<file path="config.mk">
export PLATFORM = sky130hd
export DESIGN_NAME = tbpf_fifo
export DESIGN_NICKNAME = d
export VERILOG_FILES = /design/src/hw/rtl/tbpf_pkg.sv /design/src/hw/rtl/tbpf_fifo.sv
export SDC_FILE = /design/constraint.sdc
export NUM_CORES = 1
export LEC_CHECK = 0
export BUFFER_PORTS_ARGS = -buffer_cell sky130_fd_sc_hd__buf_2
export CAP_MARGIN = 20
export CORE_MARGIN = 2
export CORE_UTILIZATION = 35
export CTS_CLUSTER_DIAMETER = 30
export DETAILED_ROUTE_END_ITERATION = 16
export HOLD_SLACK_MARGIN = 0.15
export PLACE_DENSITY_LB_ADDON = 0.2
export REMOVE_ABC_BUFFERS = 1
export SETUP_SLACK_MARGIN = 0.15
export SLEW_MARGIN = 10
export SYNTH_ARGS = -nofsm -noshare
export SYNTH_HDL_FRONTEND = slang
export SYNTH_SLANG_ARGS = --single-unit
</file>
<file path="constraint.sdc">
create_clock -name clk -period 3.3 [get_ports clk]
set_clock_uncertainty 0.05 [all_clocks]
set_input_delay 0.495 -clock clk [delete_from_list [all_inputs] [get_ports clk]]
set_output_delay 0.495 -clock clk [all_outputs]
set_load 0.03 [all_outputs]
</file>
<file path="src/hw/rtl/tbpf_pkg.sv">
`default_nettype none
package tbpf_pkg;

    // Input kind codes on s_tuser
    localparam logic [1:0] KIND_VWRITE = 2'd0;
    localparam logic [1:0] KIND_PWRITE = 2'd1;
    localparam logic [1:0] KIND_RENDER = 2'd2;

    // Configuration register indexes
    localparam logic [1:0] REG_CHR_OFFSET  = 2'd0;
    localparam logic [1:0] REG_TMAP_OFFSET = 2'd1;
    localparam logic [1:0] REG_COLOR_256   = 2'd2;

    localparam int BASE_W   = 17;
    // Widest byte-address sum before wrapping
    localparam int SUM_W    = 18;
    localparam int Q_DEPTH  = 2;
    localparam int PAL_DEPTH = 256;
    localparam int PAL_W    = 15;

    typedef enum logic [1:0] {
        OP_VWRITE,
        OP_PWRITE,
        OP_RENDER
    } op_t;

    typedef struct packed {
        logic [BASE_W-1:0] chr_offset;
        logic [BASE_W-1:0] tmap_offset;
        logic              color_256;
    } cfg_t;

    typedef struct packed {
        op_t              op;
        logic [15:0]      addr;
        logic [15:0]      data;
        logic [2:0]       col;
        logic [2:0]       row;
        logic [SUM_W-1:0] map_byte;
    } item_t;

    typedef enum logic [2:0] {
        ST_IDLE,
        ST_MAP,
        ST_T0,
        ST_T1,
        ST_T2,
        ST_PAL
    } state_t;

    function automatic logic [23:0] expand_color(input logic [PAL_W-1:0] c);
        expand_color = {c[14:10], 3'b000, c[9:5], 3'b000, c[4:0], 3'b000};
    endfunction

endpackage
`default_nettype wire

</file>
<file path="src/hw/rtl/tbpf_fifo.sv">
`default_nettype none
module tbpf_fifo
    import tbpf_pkg::*;
(
    input  wire logic  clk,
    input  wire logic  rst_n,
    input  wire logic  push,
    input  wire item_t push_item,
    output logic       full,
    input  wire logic  pop,
    output logic       head_valid,
    output item_t      head_item
);

    localparam int PW = $clog2(Q_DEPTH);
    localparam int CW = $clog2(Q_DEPTH + 1);

    item_t          slot_reg [Q_DEPTH];
    logic [PW-1:0]  wr_ptr_reg;
    logic [PW-1:0]  rd_ptr_reg;
    logic [CW-1:0]  count_reg;
    logic [CW-1:0]  count_next;

    assign full       = (count_reg == CW'(Q_DEPTH));
    assign head_valid = (count_reg != '0);
    assign head_item  = slot_reg[rd_ptr_reg];

    always_comb
    begin
        count_next = count_reg;
        if (push && !pop)
        begin
            count_next = count_reg + CW'(1);
        end
        else if (pop && !push)
        begin
            count_next = count_reg - CW'(1);
        end
    end

    always_ff @(posedge clk or negedge rst_n)
    begin
        if (!rst_n)
        begin
            wr_ptr_reg <= '0;
            rd_ptr_reg <= '0;
            count_reg  <= '0;
        end
        else
        begin
            count_reg <= count_next;
            if (push)
            begin
                wr_ptr_reg <= (wr_ptr_reg == PW'(Q_DEPTH - 1)) ? '0 : wr_ptr_reg + PW'(1);
            end
            if (pop)
            begin
                rd_ptr_reg <= (rd_ptr_reg == PW'(Q_DEPTH - 1)) ? '0 : rd_ptr_reg + PW'(1);
            end
        end
    end

    always_ff @(posedge clk)
    begin
        if (push)
        begin
            slot_reg[wr_ptr_reg] <= push_item;
        end
    end

endmodule
`default_nettype wire

</file>
==> results.toml <==
[status]
status = "finished clean"

[sta]
rsz0062_at_grt = "no"
fin_crit_ns = 2.62
finalMaxSlewViolations = 0
clock.fmax_mhz = 382
setup_viol = 0
timing.slew.headroom_pct = 52.2
final_hold_viol_count = 0
hold_ws_ns = 0.219
worst_slew_pin_slew_ns = 0.716
period_share_pct = 79.4

[route]
ant_nets = 0
vias_per_cell = 4.33
drt_iter0_markers = 79
wl_um = 7830
wl_per_cell_um = 14.9
drc = 0
first_pass_iters = 6
vias = 2271

[finish]
antennaDiodeCount = 0
final_nets = 402
mostFrequentLayoutCells = "buf_2 (121), edfxtp_1 (116), mux2_2 (48)"
final_common_cell = "buf_2"
layout-drive-gt1-share_pct = 61.4
fin_cells = 524
area_growth_pct = 32.5
largest_register_ffs = 116

[clocking]
cts_tree = "built"
postCtsSetupBuffers = 0
cts_max_path_buffers = 2
insertion_delay_ns = 0.40
clkTransAtPathRegs_ns = 0.05
cts-root-buf = "clkbuf_16"
hold_buffers = 1
cts_resized = 0
cts_buffers = 17
cts_max_level = 4
cts_num_sinks = 120

[worst_setup_path]
worst-path-max-fanout = 22
r2r_end = "slot_reg[0][14]"
r2r_start = "wr_ptr_reg"
cpPeakStageDelay_ns = 0.69
worst_setup_path_start_kind = "register"
path_class = "register to output port"
end_kind = "output port"
cp.arrival_ns = 2.07
endpoint = "head_item[37]"
startpoint = "rd_ptr_reg"
cp_data_required_time_ns = 2.75
r2r_cells = 2
cp_cell_sequence = "buf_4, mux2_2, buf_2"
critical_path.slowest_cell = "dfrtp_2"
regToRegSetupSlack_ns = 1.55

[hold_path]
hp-class = "input pin to register"

[place]
gp_congestion = 0.657
hpwl_um = 5190
dp_cells = 491
io_buffers = 121

[synthesis]
synthCells = 197
synth-seq-area-share_pct = 81.1
ys_warn_count = 0
syn_area_mm2 = 0.00442
synthDistinctLibCells = 15
ys_ff_latch = 120
syn_area_per_cell_um2 = 22.4

[flow_run]
maxCapViolations = 0

[power_and_ir_drop]
power_mw = 5.77
leakage_nw = 2.27
power_density_mw_per_mm2 = 985
vdd_drop_max_uv = 404

[floorplanning]
die_h_um = 116
rows = 41
ioPinCount = 122
die-area_mm2 = 0.0135
core-area_mm2 = 0.0125
dieWidth_um = 116
start_util_pct = 35.5

[global_routing]
grt_max_degree = 24
grt_overflow = 0
grt_pass1_vias = 2349
antenna_found_initial = 0
grt_pass1_wl_um = 11800
track_usage_pct = 12.3
[synth_stat cells, drive strengths merged]
cell type    n  share of area, %
and2         1              0.14
xor2         4              0.79
dfrtp        4               2.3
mux2        58                16
ha           1              0.28
buf          7               1.3
or2          1              0.14
inv          1             0.085
edfxtp     116                79
nor2         1             0.085
nor2b        2              0.28
xnor2        1              0.20
[critical path: cells and delay by family, from the launching register on]
kind	cells	cell delay [ns]
multiplexers	1	0.39
flip-flops	1	0.69
buffers and inverters	2	0.59
[where the power goes]
| part | leakage [nW] | switching (mW) | internal, mW | total (mW) |
|---|---|---|---|---|
| Clock | 0.292 | 0.595 | 1.24 | 1.84 |
| Combinational | 0.842 | 1.13 | 0.653 | 1.78 |
| Sequential | 1.13 | 0.127 | 2.03 | 2.15 |
| Total | 2.27 | 1.85 | 3.92 | 5.77 |
[worst min-delay path by stage]
| stage | startpoint | endpoint | depth (start not counted) |
|---|---|---|---|
| finish | push_item[21] | slot_reg[0][21] | 1 |
| detailed placement | rst_n | count_reg[0] | 1 |
| floorplan | rst_n | count_reg[0] | 0 |
| CTS | push_item[36] | slot_reg[0][36] | 1 |
| global placement | rst_n | count_reg[1] | 1 |
| global route | push_item[21] | slot_reg[1][21] | 1 |
[stage by stage]
step | instance area, um^2 | util (%) | setup WS, ns | TNS (ns)
floorplan | 4360 | - | -0.284 | -16.48
global placement | 5250 | 42.1 | 1.01 | 0
detailed placement | 5250 | 42.1 | 1.03 | 0
CTS | 5860 | 47.0 | 0.586 | 0
global route | 5860 | 47.0 | 0.542 | 0
finish | 5860 | 47.0 | 0.680 | 0
[metal layers]
layer	track usage (%)	wire, um	up-vias	part of all wire [%]
li1	-	-	1062	-
met1	14.1	3260	1106	42
met2	18.7	3790	87	48
met3	6.38	611	16	7.8
met4	6.90	169	0	2.2
met5	0	0	-	0
[layout make-up]
class,count,area [um^2]
Clock buffer,19,433
Clock inverter,13,159
Fill cell,1112,6610
Inverter,1,3.75
Multi-Input combinational cell,69,785
Sequential cell,120,3580
Tap cell,172,215
Timing Repair Buffer,130,676
[cell families (layout without fill, tap and decap cells)]
| family | Yosys count | in the layout | share of synthesized area, % |
|---|---|---|---|
| adder cells (fa/ha/maj) | 1 | 1 | 0.283 |
| flip-flops | 120 | 120 | 81.1 |
| XOR/XNOR | 5 | 5 | 0.991 |
| multiplexers | 58 | 58 | 15.6 |
| AND/OR/NAND/NOR | 5 | 5 | 0.651 |
| buffers and inverters | 8 | 163 | 1.39 |
No activity file was read; power rests on OpenSTA's default activity.
