<file path="src/hw/rtl/tbpf_pkg.sv">
`default_nettype none
package tbpf_pkg;

    // Input kind codes on s_tuser
    localparam logic [1:0] KIND_VWRITE = 2'd0;
    localparam logic [1:0] KIND_PWRITE = 2'd1;
    localparam logic [1:0] KIND_RENDER = 2'd2;

    // Configuration register indexes
    localparam logic [1:0] REG_CHR_OFFSET  = 2'd0;
    localparam logic [1:0] REG_TMAP_OFFSET = 2'd1;
    localparam logic [1:0] REG_COLOR_256   = 2'd2;

    localparam int BASE_W   = 17;
    // Widest byte-address sum before wrapping
    localparam int SUM_W    = 18;
    localparam int Q_DEPTH  = 2;
    localparam int PAL_DEPTH = 256;
    localparam int PAL_W    = 15;

    typedef enum logic [1:0] {
        OP_VWRITE,
        OP_PWRITE,
        OP_RENDER
    } op_t;

    typedef struct packed {
        logic [BASE_W-1:0] chr_offset;
        logic [BASE_W-1:0] tmap_offset;
        logic              color_256;
    } cfg_t;

    typedef struct packed {
        op_t              op;
        logic [15:0]      addr;
        logic [15:0]      data;
        logic [2:0]       col;
        logic [2:0]       row;
        logic [SUM_W-1:0] map_byte;
    } item_t;

    typedef enum logic [2:0] {
        ST_IDLE,
        ST_MAP,
        ST_T0,
        ST_T1,
        ST_T2,
        ST_PAL
    } state_t;

    function automatic logic [23:0] expand_color(input logic [PAL_W-1:0] c);
        expand_color = {c[14:10], 3'b000, c[9:5], 3'b000, c[4:0], 3'b000};
    endfunction

endpackage
`default_nettype wire

</file>
<file path="src/hw/rtl/tbpf_front.sv">
`default_nettype none
module tbpf_front
    import tbpf_pkg::*;
(
    input  wire logic        s_tvalid,
    output logic             s_tready,
    input  wire logic [47:0] s_tdata,
    input  wire logic [1:0]  s_tuser,
    input  wire cfg_t        cfg,
    input  wire logic        full,
    output logic             push,
    output item_t            item
);

    logic [SUM_W-1:0] map_sum;
    logic [7:0]       x;
    logic [7:0]       y;
    logic             known;

    assign x = s_tdata[39:32];
    assign y = s_tdata[47:40];

    // Map entry byte address, bit 0 dropped
    assign map_sum = SUM_W'(cfg.tmap_offset) + SUM_W'({y[7:3], x[7:3], 1'b0});

    always_comb
    begin
        item.addr     = s_tdata[15:0];
        item.data     = s_tdata[31:16];
        item.col      = x[2:0];
        item.row      = y[2:0];
        item.map_byte = {map_sum[SUM_W-1:1], 1'b0};
        item.op       = OP_RENDER;
        known         = 1'b1;
        case (s_tuser)
            KIND_VWRITE: item.op = OP_VWRITE;
            KIND_PWRITE: item.op = OP_PWRITE;
            KIND_RENDER: item.op = OP_RENDER;
            default:     known   = 1'b0;
        endcase
    end

    // Unknown kinds are taken and dropped
    assign s_tready = !full;
    assign push     = s_tvalid && !full && known;

endmodule
`default_nettype wire

</file>
<file path="config.mk">
export PLATFORM = sky130hd
export DESIGN_NAME = tbpf_front
export DESIGN_NICKNAME = d
export VERILOG_FILES = /design/src/hw/rtl/tbpf_pkg.sv /design/src/hw/rtl/tbpf_front.sv
export SDC_FILE = /design/constraint.sdc
export NUM_CORES = 1
export LEC_CHECK = 0
export BUFFER_PORTS_ARGS = -buffer_cell sky130_fd_sc_hd__buf_2
export CAP_MARGIN = 20
export CELL_PAD_IN_SITES_DETAIL_PLACEMENT = 1
export CELL_PAD_IN_SITES_GLOBAL_PLACEMENT = 1
export CORE_ASPECT_RATIO = 2
export CORE_MARGIN = 10
export CORE_UTILIZATION = 16
export DETAILED_ROUTE_END_ITERATION = 10
export PLACE_DENSITY_LB_ADDON = 0.1
export SYNTH_ARGS = -nofsm -noshare
export SYNTH_HDL_FRONTEND = slang
export SYNTH_SLANG_ARGS = --single-unit
</file>
<file path="constraint.sdc">
create_clock -name vclk -period 2.1
set_input_delay 0.21 -clock vclk [all_inputs]
set_output_delay 0.21 -clock vclk [all_outputs]
set_load 0.005 [all_outputs]
</file>
==> results of run 1 <==
## synthesized netlist by cell type, types with 2 or more instances
cell type	instances
nor2_1	3
buf_4	39
xnor2_1	7
and3_1	2
nor2b_1	2
nand2_1	10
o21ai_0	3
ha_1	10
nand3_1	6
xor2_1	7
a21oi_1	10
a21o_1	2
inv_1	4
## report_power, final
group / switching, µW / leakage [µW] / internal [µW]
logic: 151 / 0.000558 / 166
registers: 0 / 0 / 0
clock network: 0 / 0 / 0
## logic make-up after synthesis
kind of cell | synth area share
xor gates and xnor gates | 0.141
AOI/OAI and AO/OA | 0.175
other | 0.00431
and+or+nand+nor | 0.155
adders and majority gates | 0.167
buffers and inverters | 0.358
## metrics by stage
stage | power, µW | cells | hold slack, ps | setup WS, ps
finish | 318 | 206 | 420 | -26.9
global route | 359 | 206 | 420 | -161
CTS | 320 | 204 | 420 | -81.0
detailed placement | 296 | 202 | 420 | -260
global placement | 294 | 202 | 420 | -235
floorplan | 205 | 120 | 450 | 108
## per-layer routing
layer | wire length (µm) | track usage
met1 | 1020 | 0.0588
met2 | 1710 | 0.127
met3 | 476 | 0.0367
met4 | 9 | 0.00344
met5 | 0 | 0
## layout by cell type (no fill, tap or decap), types with 3 or more instances in the layout
cell / Yosys / routed
ha_1: 10 / 7
buf_2: 0 / 49
buf_4: 39 / 15
nand3_1: 6 / 4
a21oi_2: 0 / 3
nand2_1: 10 / 10
a21oi_1: 10 / 7
xor2_1: 7 / 7
nor2_1: 3 / 3
inv_1: 4 / 4
xnor2_1: 7 / 5
## final cells by class
cell class,count,area [µm²]
Fill cell,670,4280
Multi-Input combinational cell,76,627
Timing Repair Buffer,66,380
Tap cell,60,75.1
Inverter,4,15.0
## repair_timing
| item | CTS | global route |
|---|---|---|
| pin swaps | 11 | 10 |
| setup buffers | 2 | 2 |
| gates resized for setup | 9 | 7 |
| setup endpoints to repair | 6 | 10 |
## worst max-delay path, stage by stage
cell and delay, ps:
buf_6 100, ha_4 150, fa_2 350, a21o_1 220, a221oi_2 220, buf_4 180
a32oi_4 150, nand3_2 120, xnor2_2 100, buf_2 120
## final timing paths
path                         from        to  slack, ps
worst max-delay path  s_tdata[35]  item[13]        -30
worst min-delay path   s_tdata[8]  item[48]        420
==> impl_metrics.toml, run 1 <==
[run]
max_cap_violations = 0

[cells_and_area]
regArea_um2 = 0
area_growth_pct = 26.0
final_core_util = 0.204
design.seq.count = 0
fin_area_um2 = 1100
clock_buffers = 0
finalNetCount = 246
diodes = 0
final_layout_size_suffix_gt1_frac = 0.548

[sta]
slew_viol_final = 0
setup_violations = 3
totalNegativeSetupSlack_ps = -51.9
rsz0062_at_grt = "yes"
post-route-period-util = 1.01
finalHoldViolCount = 0
finalWorstSetupSlack_ps = -26.9
fin_crit_ps = 2130
fmax_mhz = 470

[critical_path]
crit_arrival_ps = 1920
path_class = "input port to output port"
cp-start-kind = "input port"
worstPathMaxFanout = 4
worstPathRequired_ps = 1890
cp-end-kind = "output port"

[synthesis]
syn_nets = 218
seq_area_frac_synth = 0
yosysWarnings = 0
netlist_area_um2 = 871
syn_area_per_cell_um2 = 7.26
synth_top_area_share = 0.336
synth.largest_area_cell = "buf_4"
ys_top_cells_by_area = "buf_4 (34%), ha_1 (14%), xnor2_1 (7.0%)"
synthCells = 120
synth_cell_type_count = 28

[floorplan]
fp.dieArea_um2 = 8970
die_h_um = 124
core-area_um2 = 5370
initial_core_util = 0.162
io_pins = 147
fp.dieW_um = 72.2
num_rows = 38

[run_status]
status = "complete, but fails checks"
failed_checks = "setup timing"

[route]
drt_iter0_drc = 3
firstDrtPassIters = 2
detail_route.wl_per_cell_um = 15.6
ant_nets = 0
drc = 0
vias = 892
drt-vias-per-instance = 4.33
postRouteWirelength_um = 3220

[place]
gp_congestion = 0.706
placed_area_um2 = 987
portBuffers = 51
dp_hpwl_um = 2960

[grt]
grt_pass1_vias = 992
grt_overflow = 0
grt_first_pass_wirelength_um = 5060
grt_usage = 0.0660
grt_start_max_net_pins = 7
antenna_found_initial = 0

[hold_path]
hold_depth = 0
worst_hold_path_type = "input port to output port"

[clock_tree]
holdBufCountCts = 0

[power_and_ir_drop]
leakage_uw = 0.000558
max-vdd-ir-drop_uv = 114
power_density_nw_per_um2 = 289
No activity file was read; power rests on OpenSTA's default activity.
==> run 2: changes to the inputs <==
- CORE_UTILIZATION: 16 -> 18
- clock period: 2.1 -> 2.5 ns (I/O delays scaled with it)
==> impl_metrics.toml, run 2 (synthesis results as in run 1) <==
[floorplan]
fp.dieArea_um2 = 8190
num_rows = 35
io_pins = 147
initial_core_util = 0.188
core-area_um2 = 4640
fp.dieW_um = 69.2
die_h_um = 118

[sta]
setup_violations = 0
fmax_mhz = 428
post-route-period-util = 0.934
fin_crit_ps = 2330
rsz0062_at_grt = "no"
slew_viol_final = 0
finalHoldViolCount = 0
totalNegativeSetupSlack_ps = 0

[critical_path]
worstPathMaxFanout = 4
crit_arrival_ps = 2080
cp-start-kind = "input port"
worstPathRequired_ps = 2250
path_class = "input port to output port"
cp-end-kind = "output port"

[hold_path]
min_to = "item[23]"
worst_hold_path_type = "input port to output port"
worstHoldStart = "s_tdata[34]"
hold_depth = 0

[route]
drt_iter0_drc = 12
ant_nets = 0
drt-vias-per-instance = 4.47
wl_met1_um = 1170
vias = 841
drc = 0
highest_layer = "met4"
detail_route.wl_per_cell_um = 15.6
postRouteWirelength_um = 2930
wl_met3_um = 329
wl_met2_um = 1420
firstDrtPassIters = 4

[grt]
grt_start_max_net_pins = 8
grt_first_pass_wirelength_um = 4910
grt_overflow = 0
grt_usage = 0.0670
grt_pass1_vias = 972
antenna_found_initial = 0

[clock_tree]
post_cts_buffers = 0

[run]
max_cap_violations = 0

[cells_and_area]
area_growth_pct = 5.17
finalNetCount = 233
design.seq.count = 0
final_layout_size_suffix_gt1_frac = 0.429
final_cell_mix = "buf_2 (51), a21oi_1 (10), nand2_1 (10), ha_1 (10)"
fin_area_um2 = 916
clock_buffers = 0
layout_commonest_cell = "buf_2"
diodes = 0
regArea_um2 = 0
final_core_util = 0.197

[place]
dp_hpwl_um = 2700
gp_congestion = 0.725
placed_area_um2 = 913
portBuffers = 51

[power_and_ir_drop]
power_density_nw_per_um2 = 244
leakage_uw = 0.000479
totalPowerFinal_uw = 223
max-vdd-ir-drop_uv = 75.9

[run_status]
status = "finished clean"
[run 2: report_power, final]
part	switching (µW)	total, µW	internal [µW]	leakage (µW)
Sequential	0	0	0	0
Combinational	113	223	110	0.000479
Clock	0	0	0	0
Total	113	223	110	0.000479
[run 2: final cells by class]
cell class	instances	area (µm²)
Fill cell	608	3730
Multi-Input combinational cell	76	562
Timing Repair Buffer	53	270
Tap cell	55	68.8
Inverter	4	15.0
[run 2: metal layers]
layer,vias up,global-route usage
li1,396,-
met2,72,0.124
met5,-,0
met4,0,0.00253
met3,2,0.0335
met1,371,0.0678
[run 2: what timing repair did]
item / in CTS / in global routing
setup endpoints to repair: 0 / 2
resized for setup: 0 / 1
hold buffers: 0 / 0
[run 2: per-stage QoR]
stage	hold WS (ps)	setup WS, ps	cells
6_report	500	166	188
5_1_grt	500	24.8	188
4_1_cts	500	75.3	188
3_5_place_dp	500	86.4	188
3_3_place_gp	500	82.7	188
2_1_floorplan	530	428	120
[run 2: how the worst max path moves through the flow]
stage	from	slack, ps	cells after the start	end
after floorplan	s_tdata[35]	430	7	item[15]
after global placement	s_tdata[35]	80	10	item[13]
after detailed placement	s_tdata[35]	90	10	item[15]
after CTS	s_tdata[35]	80	10	item[15]
after global routing	s_tdata[35]	20	10	item[13]
final	s_tdata[35]	170	10	item[13]
[run 2: critical path, cell delays in order]
cell      delay (ps)
buf_2            100
ha_1             210
fa_2             360
a21o_1           230
a221oi_2         220
buf_4            170
a32oi_2          160
nand3_1          140
xnor2_1          120
buf_2            130
